[config.mk]
export PLATFORM = sky130hd
export DESIGN_NAME = tre_fifo
export DESIGN_NICKNAME = d
export VERILOG_FILES = /design/src/sv/tre_pkg.sv /design/src/sv/tre_fifo.sv
export SDC_FILE = /design/constraint.sdc
export NUM_CORES = 1
export LEC_CHECK = 0
export BUFFER_PORTS_ARGS = -buffer_cell sky130_fd_sc_hd__buf_2
export CAP_MARGIN = 20
export CELL_PAD_IN_SITES_DETAIL_PLACEMENT = 1
export CELL_PAD_IN_SITES_GLOBAL_PLACEMENT = 1
export CORE_MARGIN = 8
export CORE_UTILIZATION = 49
export CTS_BUF_LIST = sky130_fd_sc_hd__clkbuf_8
export DETAILED_ROUTE_END_ITERATION = 12
export GPL_TIMING_DRIVEN = 0
export PLACE_DENSITY_LB_ADDON = 0.08
export SLEW_MARGIN = 20
export SYNTH_ARGS = -nofsm -noshare
export SYNTH_HDL_FRONTEND = slang
export SYNTH_SLANG_ARGS = --single-unit
export TNS_END_PERCENT = 100
[constraint.sdc]
create_clock -name clk -period 7.6 [get_ports clk]
set_input_delay 0.38 -clock clk [delete_from_list [all_inputs] [get_ports clk]]
set_output_delay 0.38 -clock clk [all_outputs]
set_load 0.01 [all_outputs]
[src/sv/tre_pkg.sv]
`default_nettype none
package tre_pkg;

  // operation codes
  localparam logic [4:0] OP_NOP  = 5'd0;
  localparam logic [4:0] OP_LI   = 5'd1;
  localparam logic [4:0] OP_EXIT = 5'd2;
  localparam logic [4:0] OP_J    = 5'd3;
  localparam logic [4:0] OP_BEQ  = 5'd4;
  localparam logic [4:0] OP_ADD  = 5'd5;
  localparam logic [4:0] OP_ADDI = 5'd6;
  localparam logic [4:0] OP_SUB  = 5'd7;
  localparam logic [4:0] OP_SUBI = 5'd8;
  localparam logic [4:0] OP_MUL  = 5'd9;
  localparam logic [4:0] OP_AND  = 5'd10;
  localparam logic [4:0] OP_OR   = 5'd11;
  localparam logic [4:0] OP_SLL  = 5'd12;
  localparam logic [4:0] OP_SRL  = 5'd13;
  localparam logic [4:0] OP_MV   = 5'd14;
  localparam logic [4:0] OP_LW   = 5'd15;
  localparam logic [4:0] OP_LA   = 5'd16;
  localparam logic [4:0] OP_SW   = 5'd17;

  // execute unit functions
  localparam logic [3:0] ALU_IMM  = 4'd0;
  localparam logic [3:0] ALU_ADD  = 4'd1;
  localparam logic [3:0] ALU_SUB  = 4'd2;
  localparam logic [3:0] ALU_MUL  = 4'd3;
  localparam logic [3:0] ALU_AND  = 4'd4;
  localparam logic [3:0] ALU_OR   = 4'd5;
  localparam logic [3:0] ALU_SLL  = 4'd6;
  localparam logic [3:0] ALU_SRA  = 4'd7;
  localparam logic [3:0] ALU_MOV  = 4'd8;
  localparam logic [3:0] ALU_LOAD = 4'd9;

  localparam logic [4:0] HALT_REG = 5'd31;

  localparam int unsigned Q_DEPTH = 2;
  localparam int unsigned Q_AW    = 1;

  typedef struct packed {
    logic [4:0]         operation;
    logic [4:0]         first_reg;
    logic [4:0]         second_reg;
    logic [4:0]         third_reg;
    logic signed [31:0] immediate;
    logic [9:0]         jump_target;
  } tre_in_t;

  typedef struct packed {
    logic [9:0]         next_pc;
    logic               reg_write;
    logic [4:0]         reg_index;
    logic signed [31:0] reg_value;
    logic               mem_write;
    logic [9:0]         mem_address;
    logic signed [31:0] mem_value;
    logic               halted;
  } tre_out_t;

  // decoded item as it sits in the queue
  typedef struct packed {
    logic [3:0]  alu;
    logic        use_imm;
    logic        rf_we;
    logic        is_lw;
    logic        is_sw;
    logic        is_j;
    logic        is_beq;
    logic [4:0]  dst;
    logic [4:0]  ra;
    logic [4:0]  rb;
    logic [31:0] imm;
    logic [9:0]  tgt;
  } tre_uop_t;

  typedef struct packed {
    logic full;
    logic empty;
  } tre_q_stat_t;

  typedef struct packed {
    logic clearing;
    logic idle;
  } tre_bk_stat_t;

  // 10-bit value modulo m by restoring compare-subtract
  function automatic logic [9:0] pc_reduce(input logic [9:0] v, input logic [16:0] m);
    logic [16:0] r;
    r = '0;
    for (int i = 9; i >= 0; i--) begin
      r = {r[15:0], v[i]};
      if (r >= m) begin
        r = r - m;
      end
    end
    return r[9:0];
  endfunction

endpackage
`default_nettype wire

[src/sv/tre_fifo.sv]
`default_nettype none
module tre_fifo import tre_pkg::*; (
  input  wire logic     clk,
  input  wire logic     rst_n,
  input  wire logic     push,
  input  wire tre_uop_t din,
  input  wire logic     pop,
  output tre_uop_t      dout,
  output tre_q_stat_t   stat
);

  tre_uop_t          ent_r [Q_DEPTH];
  logic [Q_AW-1:0]   wr_ptr_r;
  logic [Q_AW-1:0]   rd_ptr_r;
  logic [Q_AW:0]     cnt_r;
  logic [Q_AW:0]     cnt_nxt;

  assign stat.full  = (cnt_r == (Q_AW + 1)'(Q_DEPTH));
  assign stat.empty = (cnt_r == '0);
  assign dout       = ent_r[rd_ptr_r];

  always_comb begin
    cnt_nxt = cnt_r;
    if (push && !pop) begin
      cnt_nxt = cnt_r + 1'b1;
    end else if (pop && !push) begin
      cnt_nxt = cnt_r - 1'b1;
    end
  end

  always_ff @(posedge clk) begin
    if (!rst_n) begin
      wr_ptr_r <= '0;
      rd_ptr_r <= '0;
      cnt_r    <= '0;
    end else begin
      cnt_r <= cnt_nxt;
      if (push) begin
        wr_ptr_r <= wr_ptr_r + 1'b1;
      end
      if (pop) begin
        rd_ptr_r <= rd_ptr_r + 1'b1;
      end
    end
  end

  always_ff @(posedge clk) begin
    if (push) begin
      ent_r[wr_ptr_r] <= din;
    end
  end

endmodule
`default_nettype wire

* Word level (Yosys, flattened, before mapping)
Memories as Yosys holds them, arrays and structs flattened. A register that Yosys moved wholly into a read port is not among the register bits.
Cells that the tools add are included.
** Storage, ports and cells
- Bits in registers :: 4
- Memory bits (writable) :: 134
- Bits of input ports :: 71
- Output and inout bits :: 69
- Logic and storage cells :: 21
- Memories kept :: 1
** Memories
- ent_r :: depth 2, bits a word 67, rd ports 1, clocked after Yosys merged registers in 1, write ports 1, RTL line tre_fifo.sv:12 : tre_uop_t ent_r [Q_DEPTH];
** Cells by class
- $add $sub $neg :: 4
- Equal/unequal tests :: 1
- Muxes and demuxes :: 6
- Reductions and logical operators :: 6
** Operator list (number)
- $mux 1 :: 4
- $mux 2 :: 2
- $add 1x1->1 const B :: 2
- $add 2x1->2 const B :: 1
- $eq 2x2->1 const B :: 1
- $logic_and 1x1->1 :: 2
- $logic_not 1->1 :: 2
- $logic_not 2->1 :: 1
- $reduce_bool 2->1 :: 1
- $sub 2x1->2 const B :: 1

* Depth between registers and ports, before layout
- Depth in word-level cells :: 4
- Mapped depth :: 5
- Mapped depth without buffers :: 5

* Least setup slack after synthesis
Ideal clock, no wire load.
- Path type :: input to register
- Start point :: in push
- End point :: mem ent_r[0][0] (netlist name) (enable)
- Library setup time :: 0.501 ns
- Data arrival time :: 3.354 ns
- Data required time :: 7.099 ns
- Setup slack :: 3.745 ns
- Stages :: 1
- Buffers on the path :: 0
- Cell sequence :: nor2b_1
** On the way
- Longest elaborated chain between the ends :: 2
** RTL lines
- start, declared :: RTL line tre_fifo.sv:5 : input wire logic push,
- $mux 1 :: RTL line tre_fifo.sv:48 : if (push) begin
- $mux 1 (implied by the code) :: RTL line tre_fifo.sv:49 : ent_r[wr_ptr_r] <= din;
- end, declared :: RTL line tre_fifo.sv:12
No other way between the ends.

==> qor.csv <==
metric,value,unit
clk sink count,139,
# DRC,0,
"Reg clk slew, reported paths",0.07,ns
largest net degree at the start of global routing,38,
Max VDD drop,0.138,mV
Synth Instances,230,
reg2reg end,ent_r[1][46],
Starting Density,0.503,
dpl cell area,0.00613,mm2
Switching Power,0.377,mW
Yosys reg bits,139,
YS warnings,0,
CTS tree,yes,
ANT cells,0,
# resized after CTS,0,
final period utilization,0.274,
Sw Ratio,0.212,
Worst EP arrival,1.70,ns
Slew HR,0.692,
Setup Buffers After CTS,0,
core footprint,0.0103,mm2
crit path kind,reg -> out,
grt ovf,0,
Worst EP required,7.22,ns
status,"finished, final reports clean",
r2r startpoint,wr_ptr_r,
setup ws final,5.52,ns
unrepaired setup endpoints after global routing,false,
Max Freq,481,MHz
die footprint,0.0141,mm2
Final Cell Area,0.00659,mm2
total number of vias,2616,
Final Critical Period,2.08,ns
hold path depth,1,
WL/cell,19.5,um
count of cell types in the netlist,19,
total detailed-routing wirelength,10.5,mm
Die X,119,um
worst-margin pin slew,0.462,ns
dpl ws,5.93,ns
Root Buffer,clkbuf_8,
Hold Buf Count CTS,0,
RD Place Congestion,0.677,
DR iter-0 viols,124,
Via density,4.84,
Finish-stage setup viols,0,
skew final,0.00425,ns
setup TNS,0,ns
Worst Hold Path EP,ent_r[0][14],
"Cell Area, Synth",0.00517,mm2
Hold Crit Class,in -> reg,
die height,119,um
"Area growth, synth to finish",27.6,%
mean area per synthesized cell,22.5,um2
Leak,2.57,nW
number of max-cap violations,0,
PortBufs,139,
Reg power frac,0.503,
combinational share of power,0.110,
drt pass-1 iters,4,
DP Cell Count,509,
Clock Power Share,0.386,
number of nets in the layout,464,
Max Slew Vio Count,0,
first-pass GRT wire length,16.2,mm
initial antenna violation count,0,
"Max FO, Critical Path",10,
post-synthesis net count,302,
crit end category,output pin,
Detail Placement HPWL,7.30,mm
Reg2Reg Setup Slack,6.12,ns
final non-filler cell total,540,
PwrDens,270,mW/mm2
post-synthesis sequential area ratio,0.798,
min-delay src,din[14],
Worst Reg-to-Reg Cells,2,
CTS H-tree depth,4,
share of cells above drive strength 1,0.614,
CTS buffer count,17,
number of routed nets with antenna violations,0,
startpoint types,flip-flop,
vias in the first global route,2991,
clock latency at the later pin of the worst-skew pair,0.42,ns
"Hold Vio Cnt, Final",0,
total track usage,0.152,
Int Pwr,1.40,mW
Top Ports,140,
CTS max path bufs,2,
# rows,37,
==> sequential cells by signal, indices dropped and copies added (netlist names), named ones only <==
name,count
ent_r,134
cnt_r,2
rd_ptr_r,1
wr_ptr_r,1
==> metal layers <==
layer	vias up	GRT usage	part of all wire
li1	1236	-	-
met1	1277	0.158	0.39
met2	94	0.270	0.53
met3	9	0.0595	0.064
met4	0	0.0640	0.011
met5	-	0	0
==> logic make-up (layout without fill, tap and decap cells) <==
family / Yosys count / in the layout / share of synthesized area
and+or+nand+nor: 9 / 9 / 0.0109
adders and majority gates: 1 / 1 / 0.00242
AOI/OAI and AO/OA: 3 / 3 / 0.00388
buffers and inverters: 8 / 182 / 0.0116
DFF: 139 / 139 / 0.798
muxes: 67 / 67 / 0.168
xor gates and xnor gates: 3 / 3 / 0.00509
==> final cells by class <==
type	instances	area [um2]
multi-input combinational	83	992
buffer	7	56.3
clock buffer	17	234
clock inverter	14	228
fill	950	3690
sequential	139	4120
timing repair buffer	143	783
inverter	1	3.75
tap	136	170
==> how the worst max path moves through the flow <==
stage	to	slack, ns	depth (start not counted)
finish	dout[32]	5.52	4
global route	dout[25]	5.40	4
CTS	dout[32]	5.45	4
detailed placement	dout[29]	5.93	4
global placement	ent_r[0][23]	1.85	2
floorplan	ent_r[0][0]	3.75	1
==> critical path: stages (launching register included) <==
cell and delay (ns):
dfxtp_1 0.39, buf_4 0.22, buf_6 0.20, mux2_4 0.32, buf_2 0.14
==> cell usage after synthesis <==
cell type    n  area [um2]
edfxtp_1   134        4020
mux2_2      37         417
mux2_4      30         450
dfxtp_1      5         100
and2_1       4        25.0
buf_2        3        15.0
buf_6        3        33.8
nor2b_1      2        12.5
xor2_1       2        17.5
a21boi_1     1        7.51
and2b_2      1        8.76
buf_4        1        7.51
ha_1         1        12.5
inv_1        1        3.75
nor2_1       1        3.75
o21a_1       1        7.51
o21ai_0      1        5.00
or3_1        1        6.26
xnor2_1      1        8.76
==> layout by cell type (no fill, tap or decap) <==
| master | n |
|---|---|
| and2_4 | 1 |
| and2b_2 | 1 |
| buf_2 | 142 |
| a21boi_1 | 1 |
| clkinv_4 | 1 |
| xor2_1 | 2 |
| buf_16 | 1 |
| xnor2_1 | 1 |
| buf_6 | 3 |
| nor2_1 | 1 |
| buf_4 | 1 |
| ha_1 | 1 |
| buf_12 | 3 |
| or3_1 | 1 |
| nor2b_1 | 1 |
| mux2_4 | 30 |
| and2_1 | 3 |
| edfxtp_1 | 134 |
| o21a_1 | 1 |
| dfxtp_1 | 5 |
| clkinv_2 | 1 |
| clkinv_1 | 2 |
| o21ai_0 | 1 |
| clkbuf_8 | 17 |
| mux2_2 | 37 |
| bufinv_16 | 6 |
| clkinvlp_4 | 3 |
| inv_1 | 2 |
| nor2b_4 | 1 |
==> power groups by stage <==
stage | clock network [mW] | logic, mW | registers (mW)
3_3_place_gp | 0 | 0.188 | 0.915
2_1_floorplan | 0 | 0.113 | 0.912
5_1_grt | 0.731 | 0.212 | 0.899
3_5_place_dp | 0 | 0.200 | 0.913
6_report | 0.687 | 0.196 | 0.896
4_1_cts | 0.703 | 0.201 | 0.896
==> per-stage QoR <==
step                      hold WS, ns  total power, mW  utilization
after floorplan                 0.466             1.02            -
after global placement          0.480             1.10        0.587
after detailed placement        0.556             1.11        0.596
after CTS                       0.100             1.80        0.641
after global routing            0.105             1.84        0.641
final                           0.139             1.78        0.641
No activity file was read; power rests on OpenSTA's default activity.
