$ cat config.mk
export PLATFORM = sky130hd
export DESIGN_NAME = tre_front
export DESIGN_NICKNAME = d
export VERILOG_FILES = /design/src/sv/tre_pkg.sv /design/src/sv/tre_front.sv
export SDC_FILE = /design/constraint.sdc
export NUM_CORES = 1
export LEC_CHECK = 0
export BUFFER_PORTS_ARGS = -buffer_cell sky130_fd_sc_hd__buf_4
export CAP_MARGIN = 20
export CELL_PAD_IN_SITES_DETAIL_PLACEMENT = 0
export CELL_PAD_IN_SITES_GLOBAL_PLACEMENT = 1
export CORE_ASPECT_RATIO = 1.2
export CORE_MARGIN = 3
export CORE_UTILIZATION = 16
export DETAILED_ROUTE_END_ITERATION = 12
export PLACE_DENSITY = 0.95
export RECOVER_POWER = 50
export SLEW_MARGIN = 20
export SYNTH_ARGS = -nofsm -noshare
export SYNTH_HDL_FRONTEND = slang
export SYNTH_SLANG_ARGS = --single-unit
$ cat constraint.sdc
create_clock -name vclk -period 3.2
set_input_delay 0.32 -clock vclk [all_inputs]
set_output_delay 0.32 -clock vclk [all_outputs]
set_load 0.02 [all_outputs]
$ cat src/sv/tre_pkg.sv
`default_nettype none
package tre_pkg;

  // operation codes
  localparam logic [4:0] OP_NOP  = 5'd0;
  localparam logic [4:0] OP_LI   = 5'd1;
  localparam logic [4:0] OP_EXIT = 5'd2;
  localparam logic [4:0] OP_J    = 5'd3;
  localparam logic [4:0] OP_BEQ  = 5'd4;
  localparam logic [4:0] OP_ADD  = 5'd5;
  localparam logic [4:0] OP_ADDI = 5'd6;
  localparam logic [4:0] OP_SUB  = 5'd7;
  localparam logic [4:0] OP_SUBI = 5'd8;
  localparam logic [4:0] OP_MUL  = 5'd9;
  localparam logic [4:0] OP_AND  = 5'd10;
  localparam logic [4:0] OP_OR   = 5'd11;
  localparam logic [4:0] OP_SLL  = 5'd12;
  localparam logic [4:0] OP_SRL  = 5'd13;
  localparam logic [4:0] OP_MV   = 5'd14;
  localparam logic [4:0] OP_LW   = 5'd15;
  localparam logic [4:0] OP_LA   = 5'd16;
  localparam logic [4:0] OP_SW   = 5'd17;

  // execute unit functions
  localparam logic [3:0] ALU_IMM  = 4'd0;
  localparam logic [3:0] ALU_ADD  = 4'd1;
  localparam logic [3:0] ALU_SUB  = 4'd2;
  localparam logic [3:0] ALU_MUL  = 4'd3;
  localparam logic [3:0] ALU_AND  = 4'd4;
  localparam logic [3:0] ALU_OR   = 4'd5;
  localparam logic [3:0] ALU_SLL  = 4'd6;
  localparam logic [3:0] ALU_SRA  = 4'd7;
  localparam logic [3:0] ALU_MOV  = 4'd8;
  localparam logic [3:0] ALU_LOAD = 4'd9;

  localparam logic [4:0] HALT_REG = 5'd31;

  localparam int unsigned Q_DEPTH = 2;
  localparam int unsigned Q_AW    = 1;

  typedef struct packed {
    logic [4:0]         operation;
    logic [4:0]         first_reg;
    logic [4:0]         second_reg;
    logic [4:0]         third_reg;
    logic signed [31:0] immediate;
    logic [9:0]         jump_target;
  } tre_in_t;

  typedef struct packed {
    logic [9:0]         next_pc;
    logic               reg_write;
    logic [4:0]         reg_index;
    logic signed [31:0] reg_value;
    logic               mem_write;
    logic [9:0]         mem_address;
    logic signed [31:0] mem_value;
    logic               halted;
  } tre_out_t;

  // decoded item as it sits in the queue
  typedef struct packed {
    logic [3:0]  alu;
    logic        use_imm;
    logic        rf_we;
    logic        is_lw;
    logic        is_sw;
    logic        is_j;
    logic        is_beq;
    logic [4:0]  dst;
    logic [4:0]  ra;
    logic [4:0]  rb;
    logic [31:0] imm;
    logic [9:0]  tgt;
  } tre_uop_t;

  typedef struct packed {
    logic full;
    logic empty;
  } tre_q_stat_t;

  typedef struct packed {
    logic clearing;
    logic idle;
  } tre_bk_stat_t;

  // 10-bit value modulo m by restoring compare-subtract
  function automatic logic [9:0] pc_reduce(input logic [9:0] v, input logic [16:0] m);
    logic [16:0] r;
    r = '0;
    for (int i = 9; i >= 0; i--) begin
      r = {r[15:0], v[i]};
      if (r >= m) begin
        r = r - m;
      end
    end
    return r[9:0];
  endfunction

endpackage
`default_nettype wire

$ cat src/sv/tre_front.sv
`default_nettype none
module tre_front import tre_pkg::*; #(
  parameter int unsigned PROG_WORDS = 1024
) (
  input  wire logic        in_valid,
  output logic             in_ready,
  input  wire tre_in_t     in_data,
  input  wire tre_q_stat_t q_stat,
  output logic             q_push,
  output tre_uop_t         q_din
);

  assign in_ready = !q_stat.full;
  assign q_push   = in_valid && in_ready;

  always_comb begin
    q_din         = '0;
    q_din.dst     = in_data.first_reg;
    q_din.ra      = in_data.second_reg;
    q_din.rb      = in_data.third_reg;
    q_din.imm     = in_data.immediate;
    q_din.tgt     = pc_reduce(in_data.jump_target, 17'(PROG_WORDS));
    case (in_data.operation)
      OP_LI, OP_LA: begin
        q_din.rf_we = 1'b1;
        q_din.alu   = ALU_IMM;
      end
      OP_EXIT: begin
        q_din.rf_we = 1'b1;
        q_din.alu   = ALU_IMM;
        q_din.dst   = HALT_REG;
        q_din.imm   = 32'd1;
      end
      OP_J: q_din.is_j = 1'b1;
      OP_BEQ: begin
        // compare first_reg against second_reg
        q_din.is_beq = 1'b1;
        q_din.rb     = in_data.first_reg;
      end
      OP_ADD, OP_ADDI: begin
        q_din.rf_we   = 1'b1;
        q_din.alu     = ALU_ADD;
        q_din.use_imm = (in_data.operation == OP_ADDI);
      end
      OP_SUB, OP_SUBI: begin
        q_din.rf_we   = 1'b1;
        q_din.alu     = ALU_SUB;
        q_din.use_imm = (in_data.operation == OP_SUBI);
      end
      OP_MUL: begin
        q_din.rf_we = 1'b1;
        q_din.alu   = ALU_MUL;
      end
      OP_AND: begin
        q_din.rf_we = 1'b1;
        q_din.alu   = ALU_AND;
      end
      OP_OR: begin
        q_din.rf_we = 1'b1;
        q_din.alu   = ALU_OR;
      end
      OP_SLL: begin
        q_din.rf_we = 1'b1;
        q_din.alu   = ALU_SLL;
      end
      OP_SRL: begin
        q_din.rf_we = 1'b1;
        q_din.alu   = ALU_SRA;
      end
      OP_MV: begin
        q_din.rf_we = 1'b1;
        q_din.alu   = ALU_MOV;
      end
      OP_LW: begin
        q_din.rf_we = 1'b1;
        q_din.is_lw = 1'b1;
        q_din.alu   = ALU_LOAD;
      end
      OP_SW: begin
        // store data comes through port A
        q_din.is_sw = 1'b1;
        q_din.ra    = in_data.first_reg;
      end
      default: ;
    endcase
  end

endmodule
`default_nettype wire

# [Word-level counts from Yosys, hierarchy flattened]
# Index checks and enable logic that the tools add are counted.
[word_totals] reg_bits=0 input_bits=65 output_inout_bits=69 wordCells=33
[classes] n_eq_ne=17 n_mux=11 reduce_logical=5
[ops] op="equality test 5 x 4 -> 1 bit, second input constant" count=8
[ops] op="one-hot mux 4 bit (9 select lines)" count=1
[ops] op="2-to-1 mux 32 bit" count=1
[ops] op="equality test 5 x 3 -> 1 bit, second input constant" count=4
[ops] op="2-to-1 mux 5 bit" count=3
[ops] op="OR reduction 14 bit" count=1
[ops] op="equality test 5 x 2 -> 1 bit, second input constant" count=2
[ops] op="equality test 5 bit, second input constant" count=2
[ops] op="equality test 5 x 1 -> 1 bit, second input constant" count=1
[ops] op="2-to-1 mux 1 bit" count=5
[ops] op="OR reduction 2 bit" count=2
[ops] op="one-hot mux 1 bit (2 select lines)" count=1
[ops] op="logical AND 1 bit" count=1
[ops] op="logical NOT 1 bit" count=1

# [Longest topological paths before layout]
# Gate-level depths: netlist of the first run.
[logic_depth] word_depth=3 depth_mapped=5 ltp_nobuf=3

# [Least setup slack after synthesis of the first run]
# No wires, ideal clock.
[synth_path] path_type="input-to-output" from="input port in_data[58] (netlist name)" to="output port q_din[42] (netlist name)" arrival_ns=1.290 required_ns=2.880 path_slack_ns=1.590 path_stages=5 n_path_buf=2 cell_sequence="buf_6 > nor4_2 > and2_1 > buf_6 > mux2_4"
[synth_rtl] item="start: declaration" line="tre_front.sv:7" source="input wire tre_in_t in_data,"
[synth_rtl] item="end: declaration" line="tre_front.sv:10" source="output tre_uop_t q_din"

==> results of run 1 <==
-- power breakdown --
part           switching, mW  leakage (nW)  internal (mW)  total, mW
Clock                      0             0              0          0
Sequential                 0             0              0          0
Combinational          0.102         0.709          0.110      0.212
Total                  0.102         0.709          0.110      0.212
-- cells in the final DEF (no fill, tap or decap), drive strengths merged --
cell     synthesis  routed
nor2b            3       3
nand2b           9       9
and2b            1       1
and2            32      32
nor3             3       3
nand2            4       4
o21ai            1       1
nand3            2       2
nor2             2       2
mux2            10      10
a21oi            4       4
nor3b            3       3
inv              2       2
xnor2            1       1
a2111oi          1       1
clkbuf           0      15
nor4             1       1
buf             19      98
and3             1       1
-- logic make-up after synthesis --
kind of cell              after synthesis  synth area share, %
AOI/OAI and AO/OA                       6                 4.62
and+or+nand+nor                        61                 53.8
xor gates and xnor gates                1                 1.20
buffers and inverters                  21                 19.8
muxes                                  10                 20.5
-- per-stage QoR --
stage	hold WS, ns	total power, mW	instances	setup slack, ns	instance area [sq um]
after detailed placement	0.640	0.228	249	1.24	1510
after floorplan	0.717	0.130	99	1.59	732
final	0.640	0.212	249	0.932	1420
after global placement	0.640	0.226	249	1.27	1510
after CTS	0.640	0.229	249	1.25	1510
after global routing	0.640	0.228	249	0.681	1420
-- per-layer routing --
metal	track usage, %	routed length, um
met3	3.92	587
met5	0	0
met2	18.8	1550
met1	9.67	941
met4	0	0
-- worst max path at each step --
stage               slack [ns]  cells after the start        start         to
floorplan                 1.59                      5  in_data[58]  q_din[42]
global placement          1.27                      5  in_data[60]  q_din[42]
detailed placement        1.24                      5  in_data[60]  q_din[44]
CTS                       1.25                      5  in_data[60]  q_din[44]
global route              0.68                      5  in_data[58]  q_din[21]
finish                    0.93                      5  in_data[58]  q_din[12]
-- critical path: cells and delay by family --
family / cells / cell delay (ns)
buffers and inverters: 2 / 0.45
and+or+nand+nor: 3 / 1.18
-- area by class of cell --
| type | instances | share of cell area (%) |
|---|---|---|
| Tap cell | 56 | 4.93 |
| Inverter | 2 | 0.529 |
| Timing Repair Buffer | 113 | 55.8 |
| Multi-Input combinational cell | 78 | 38.8 |
==> out/qor.yml, run 1 <==
run_status:
  status: "complete, no violations"
drt:
  dr.pass1.iters: 4
  remaining_drc_errors: 0
  postRouteAntennaNets: 0
  viasPerCell: 4.00
  drt-wirelength-per-cell_um: 12.4
  dr.first_iter.drc_count: 14
  via_count: 995
  drt-total-wl_um: 3080
placed_design:
  port_buffers: 113
  finalWeightedCongestion: 0.721
  dp_hpwl_um: 2630
global_routing:
  grt.overflow.total: 0
  grt_pass1_vias: 862
  grtUsageTotal_pct: 9.57
  antenna_found_initial: 0
  grt_max_degree: 38
  grt_pass1_wl_um: 4190
floorplanning:
  die_h_um: 80.1
  ios: 134
  die-width_um: 67.7
  core_sq_um: 4330
  start_util_pct: 16.9
  dieArea_sq_um: 5430
  placementRows: 26
worst_setup_path:
  cp_max_fo: 37
  critPathKind: "input port to primary output"
  cp_cell_sequence: "clkbuf_1 -> nor2b_1 -> nand2_1 -> and2_1 -> buf_4"
  crit_path_end_kind: "primary output"
  arrival_ns: 1.95
  max_stage_delay_ns: 0.53
  cp_data_required_time_ns: 2.88
  critPathLaunchType: "input port"
  critical-path-slowest-cell: "nand2_1"
power_and_ir_drop:
  peakVddDrop_mv: 0.0540
  power_density_nw_per_um2: 149
  leakagePower_nw: 0.709
cells_and_area:
  final_nets: 260
  seq_cells: 0
  final_core_util_pct: 32.8
  fillers: 504
  multi_input_comb_area_sq_um: 551
  antenna_cells: 0
  syn2layout_area_growth_pct: 94.0
  seqCellArea_sq_um: 0
  clkbuf_count: 0
  layout-drive-gt1-share_pct: 54.4
clock_network:
  post-cts-setup-buffers: 0
  cts_resized: 0
  ctsHoldBuffers: 0
logic_synthesis:
  ys_seq_area_share_pct: 0
  yosysTopAreaCellShare_pct: 27.4
  yosys-top-cells-area: "and2_1 27%, mux2_4 21%, buf_4 12%, nand2b_1 7.7%, buf_2 3.4%"
  ys_types: 24
  synth.top_cells.by_count: "32 x and2_1, 12 x buf_4, 10 x mux2_4, 9 x nand2b_1, 5 x buf_2"
  synth.net_count: 164
  syn_avg_cell_area_sq_um: 7.39
  yosysTopAreaCell: "and2_1"
  synth_cells: 99
  syn_area_sq_um: 732
  synthMostInstantiatedCell: "and2_1"
  synth_warnings: 0
timing:
  setup_viol: 0
  min_period_ns: 2.27
  tightest_slew_ns: 0.858
  hold_violations: 0
  setup_tns_ns: 0
  clock.fmax_mhz: 441
  period_share_pct: 70.9
  max_slew_margin_pct: 42.7
  rsz0062_at_grt: "no"
  report.final.slew_viol_count: 0
worst_hold_path:
  min-delay-start: "in_data[0]"
  hold_class: "input port to primary output"
  whs_path_depth: 0
  min_to: "q_din[0]"
job:
  maxCapViolCount: 0
(Power assumes the default switching activity.)
==> run 2, diff against run 1 <==
Settings changed: CORE_UTILIZATION 16 to 15, PLACE_DENSITY 0.95 to 0.92.
Clock period 3.2 ns to 2.35 ns, I/O delays scaled along.
==> run 2 against run 1 <==
  * Sequential share of layout area stayed put
  * Utilization down 2.3 points
  * Routed wire length shrank 5.0%
  * Power grew 36%
  * First-iteration DRC count fell by 36%
==> out/qor.yml, run 2 (same netlist as run 1, synthesis figures left out) <==
power_and_ir_drop:
  pwr-share-clk_pct: 0  # unchanged
  p_int_mw: 0.150  # +36%
  comb_power_share_pct: 100.0  # about the same
  leakagePower_nw: 0.709  # +0.11%
  power_density_nw_per_um2: 202  # +35%
  seq_power_share_pct: 0  # unchanged
  switching_share_pct: 48.0  # -0.23 points
  p_sw_mw: 0.138  # +35%
  peakVddDrop_mv: 0.0612  # +13%
cells_and_area:
  final_core_util_pct: 30.6  # -2.3 points
  seqCellArea_sq_um: 0  # unchanged
  final_nets: 260  # unchanged
  seq_cells: 0  # unchanged
  syn2layout_area_growth_pct: 94.7
  final_cell_mix: "98 x buf_4, 31 x and2_1, 15 x clkbuf_1"
  multi_input_comb_area_sq_um: 553  # +0.45%
  clkbuf_count: 0  # unchanged
  layout-drive-gt1-share_pct: 54.9  # +0.52 points
  antenna_cells: 0  # unchanged
  fillers: 528  # +4.8%
  final_cell_area_sq_um: 1430  # +0.35%
  final_common_cell: "buf_4"
worst_setup_path:
  cp_data_required_time_ns: 2.12  # -0.76 ns
  critPathKind: "input port to primary output"
  worstPathBufferInverterCount: 2  # unchanged
  arrival_ns: 1.69  # -0.26 ns
  critical-path-slowest-cell: "and2_0"
  crit_path_start: "in_data[58]"
  cp_cell_sequence: "clkbuf_1 -> nor4_2 -> and2_0 -> mux2_4 -> buf_4"
  cp.depth: 5  # unchanged
  cp_max_fo: 10  # -73%
  max_stage_delay_ns: 0.50  # -0.03 ns
  crit_path_end_kind: "primary output"
  critPathLaunchType: "input port"
  endpoint: "q_din[42]"
  crit_family: "simple AND/OR/NAND/NOR gates"
timing:
  setup_tns_ns: 0  # unchanged
  max_slew_margin_pct: 62.9  # +20 points
  period_share_pct: 82.0
  clock.fmax_mhz: 519
  rsz0062_at_grt: "no"
  min_period_ns: 1.93
  hold_violations: 0  # unchanged
  setup_viol: 0  # unchanged
  report.final.slew_viol_count: 0  # unchanged
  tightest_slew_ns: 0.555  # -0.303 ns
placed_design:
  finalWeightedCongestion: 0.787  # +9.2%
  place_area_sq_um: 1520  # +0.17%
  port_buffers: 113  # unchanged
  dp_hpwl_um: 2470  # -6.0%
global_routing:
  grt_pass1_wl_um: 4170  # -0.50%
  grt.overflow.total: 0  # unchanged
  antenna_found_initial: 0  # unchanged
  grt_max_degree: 38  # unchanged
  grtUsageTotal_pct: 8.45  # -1.1 points
  grt_pass1_vias: 819  # -5.0%
clock_network:
  ctsHoldBuffers: 0  # unchanged
  post-cts-setup-buffers: 0  # unchanged
  cts_resized: 0  # unchanged
run_status:
  status: "complete, no violations"
drt:
  postRouteAntennaNets: 0  # unchanged
  viasPerCell: 3.97  # -0.60%
  dr.first_iter.drc_count: 9  # -5
  dr.pass1.iters: 3  # -1
  remaining_drc_errors: 0  # unchanged
  drt-wirelength-per-cell_um: 11.7  # -5.8%
  drt-total-wl_um: 2930  # -5.0%
  via_count: 997  # +0.20%
floorplanning:
  dieArea_sq_um: 5760  # +6.1%
  die_h_um: 82.5  # +3.0%
  die-width_um: 69.8  # +3.0%
  ios: 134  # unchanged
  placementRows: 27  # +3.8%
  start_util_pct: 15.7  # -1.2 points
  core_sq_um: 4660  # +7.8%
worst_hold_path:
  hold_class: "input port to primary output"
job:
  maxCapViolCount: 0  # unchanged
[run 2: cell counts in the layout (fill, tap and decap cells not counted)]
No cell type changed its count.
[run 2: how the worst min path moves through the flow]
stage               end        from  slack (ns)  depth (start not counted)
2_1_floorplan  in_ready   q_stat[1]        0.55                          1
3_3_place_gp   q_din[1]  in_data[1]        0.47                          0
3_5_place_dp   q_din[1]  in_data[1]        0.47                          0
4_1_cts        q_din[1]  in_data[1]        0.47                          0
5_1_grt        q_din[9]  in_data[9]        0.47                          0
6_report       q_din[6]  in_data[6]        0.47                          0
[run 2: power by group through the flow]
stage / Combinational, mW / Clock, mW / Sequential [mW]
finish: 0.288 / 0 / 0
global route: 0.310 / 0 / 0
CTS: 0.309 / 0 / 0
detailed placement: 0.309 / 0 / 0
global placement: 0.306 / 0 / 0
floorplan: 0.177 / 0 / 0
[run 2: stage by stage]
stage	worst slack [ns]	hold WS (ns)	power [mW]	instances
after floorplan	0.910	0.547	0.177	99
after CTS	0.558	0.470	0.309	251
after global placement	0.572	0.470	0.306	251
final	0.424	0.470	0.288	251
after detailed placement	0.558	0.470	0.309	251
after global routing	0.296	0.470	0.310	251
[run 2: layer usage]
layer	global-route usage (%)	wire length, um	vias up
li1	-	-	493
met1	10.3	1040	429
met2	14.7	1450	73
met3	3.03	419	2
met4	0.958	19	0
met5	0	0	-
[run 2: layout make-up]
| type | count | area share [%] |
|---|---|---|
| inverters | 2 | 0.527 |
| repair buffers | 113 | 55.6 |
| multi-input cells | 78 | 38.8 |
| well taps | 58 | 5.09 |
==> run 3, diff against run 2 <==
Clock period 2.35 ns to 2 ns, I/O delays scaled along.
==> run 3 against run 2 <==
  * Clock-buffer cell count unchanged
  * Cell count did not move
  * Via count shrank 0.80%
  * Worst hold slack worse by 0.070 ns
  * Die area is the same
  * Largest cell class unchanged
==> out/qor.yml, run 3 (same netlist as run 1, synthesis figures left out) <==
worst_hold_path:
  hold_class: "input port to primary output"
  whs_path_depth: 0  # unchanged
drt:
  via_count: 989  # -0.80%
  viasPerCell: 3.94  # -0.80%
  drt-total-wl_um: 2950  # +0.92%
  dr.first_iter.drc_count: 5  # -4
  drt-wirelength-per-cell_um: 11.8  # +0.92%
  postRouteAntennaNets: 0  # unchanged
  dr.pass1.iters: 4  # +1
  remaining_drc_errors: 0  # unchanged
cells_and_area:
  seq_cells: 0  # unchanged
  syn2layout_area_growth_pct: 95.2
  antenna_cells: 0  # unchanged
  final_cell_mix: "99 x buf_4, 32 x and2_1, 14 x clkbuf_1"
  fillers: 531  # +0.57%
  final_common_cell: "buf_4"
  clkbuf_count: 0  # unchanged
  final_nets: 260  # unchanged
  layout-drive-gt1-share_pct: 55.4  # +0.52 points
  seqCellArea_sq_um: 0  # unchanged
  multi_input_comb_area_sq_um: 553  # unchanged
timing:
  tightest_slew_ns: 0.494  # -0.0615 ns
  min_period_ns: 1.69
  report.final.slew_viol_count: 0  # unchanged
  setup_viol: 0  # unchanged
  period_share_pct: 84.7
  rsz0062_at_grt: "no"
  clock.fmax_mhz: 590
  max_slew_margin_pct: 67.0  # +4.0 points
  hold_violations: 0  # unchanged
  fin_ws_ns: 0.306  # -0.118 ns
  setup_tns_ns: 0  # unchanged
placed_design:
  dp_hpwl_um: 2490  # +0.92%
  finalWeightedCongestion: 0.783  # -0.43%
  pre_cts_ws_ns: 0.269  # -0.288 ns
  port_buffers: 113  # unchanged
floorplanning:
  start_util_pct: 15.7  # unchanged
  die_h_um: 82.5  # unchanged
  core_sq_um: 4660  # unchanged
  dieArea_sq_um: 5760  # unchanged
  ios: 134  # unchanged
  placementRows: 27  # unchanged
  die-width_um: 69.8  # unchanged
global_routing:
  grt_pass1_wl_um: 4400  # +5.5%
  antenna_found_initial: 0  # unchanged
  grt.overflow.total: 0  # unchanged
  grtUsageTotal_pct: 8.88  # +0.43 points
  grt_max_degree: 38  # unchanged
  grt_pass1_vias: 890  # +8.7%
run_status:
  status: "complete, no violations"
worst_setup_path:
  arrival_ns: 1.49  # -0.20 ns
  critPathLaunchType: "input port"
  cp_max_fo: 13  # +3
  cp_data_required_time_ns: 1.80  # -0.32 ns
  crit_path_end_kind: "primary output"
  critPathKind: "input port to primary output"
power_and_ir_drop:
  leakagePower_nw: 0.715  # +0.73%
  peakVddDrop_mv: 0.0527  # -14%
  power_density_nw_per_um2: 237  # +17%
  finalPower_mw: 0.338  # +18%
job:
  maxCapViolCount: 0  # unchanged
clock_network:
  ctsHoldBuffers: 0  # unchanged
  cts_resized: 0  # unchanged
  post-cts-setup-buffers: 0  # unchanged
## run 3: worst paths after layout
path                  slack, ns         to        start
worst max-delay path       0.31  q_din[42]  in_data[60]
worst min-delay path       0.40   q_din[6]   in_data[6]
## run 3: per-stage QoR
| step | utilization (%) | area [sq um] | cells | hold WS, ns |
|---|---|---|---|---|
| after floorplan | - | 732 | 99 | 0.477 |
| after global placement | 32.5 | 1520 | 251 | 0.400 |
| after detailed placement | 32.5 | 1520 | 251 | 0.400 |
| after CTS | 32.5 | 1520 | 251 | 0.400 |
| after global routing | 30.6 | 1430 | 251 | 0.400 |
| final | 30.6 | 1430 | 251 | 0.400 |
## run 3: metal layers
| layer | GRT usage, % | up-vias | wire [um] | share of wire [%] |
|---|---|---|---|---|
| li1 | - | 493 | - | - |
| met1 | 10.5 | 425 | 1060 | 36 |
| met2 | 16.7 | 71 | 1490 | 50 |
| met3 | 2.91 | 0 | 406 | 14 |
| met4 | 0 | 0 | 0 | 0 |
| met5 | 0 | - | 0 | 0 |
## run 3: cell type report
class                      count  share of cell area, %
timing repair buffer         113                   55.7
multi-input combinational     78                   38.7
tap                           58                   5.08
inverter                       2                  0.525
## run 3: report_power, final
group,total [mW],internal (mW),switching (mW),leakage [nW]
Combinational,0.338,0.176,0.162,0.715
Sequential,0,0,0,0
Clock,0,0,0,0
## run 3: critical path, stage by stage
cell and delay, ns:
buf_4 0.15, nor4_2 0.24, and2_1 0.40, mux2_4 0.34, buf_4 0.16
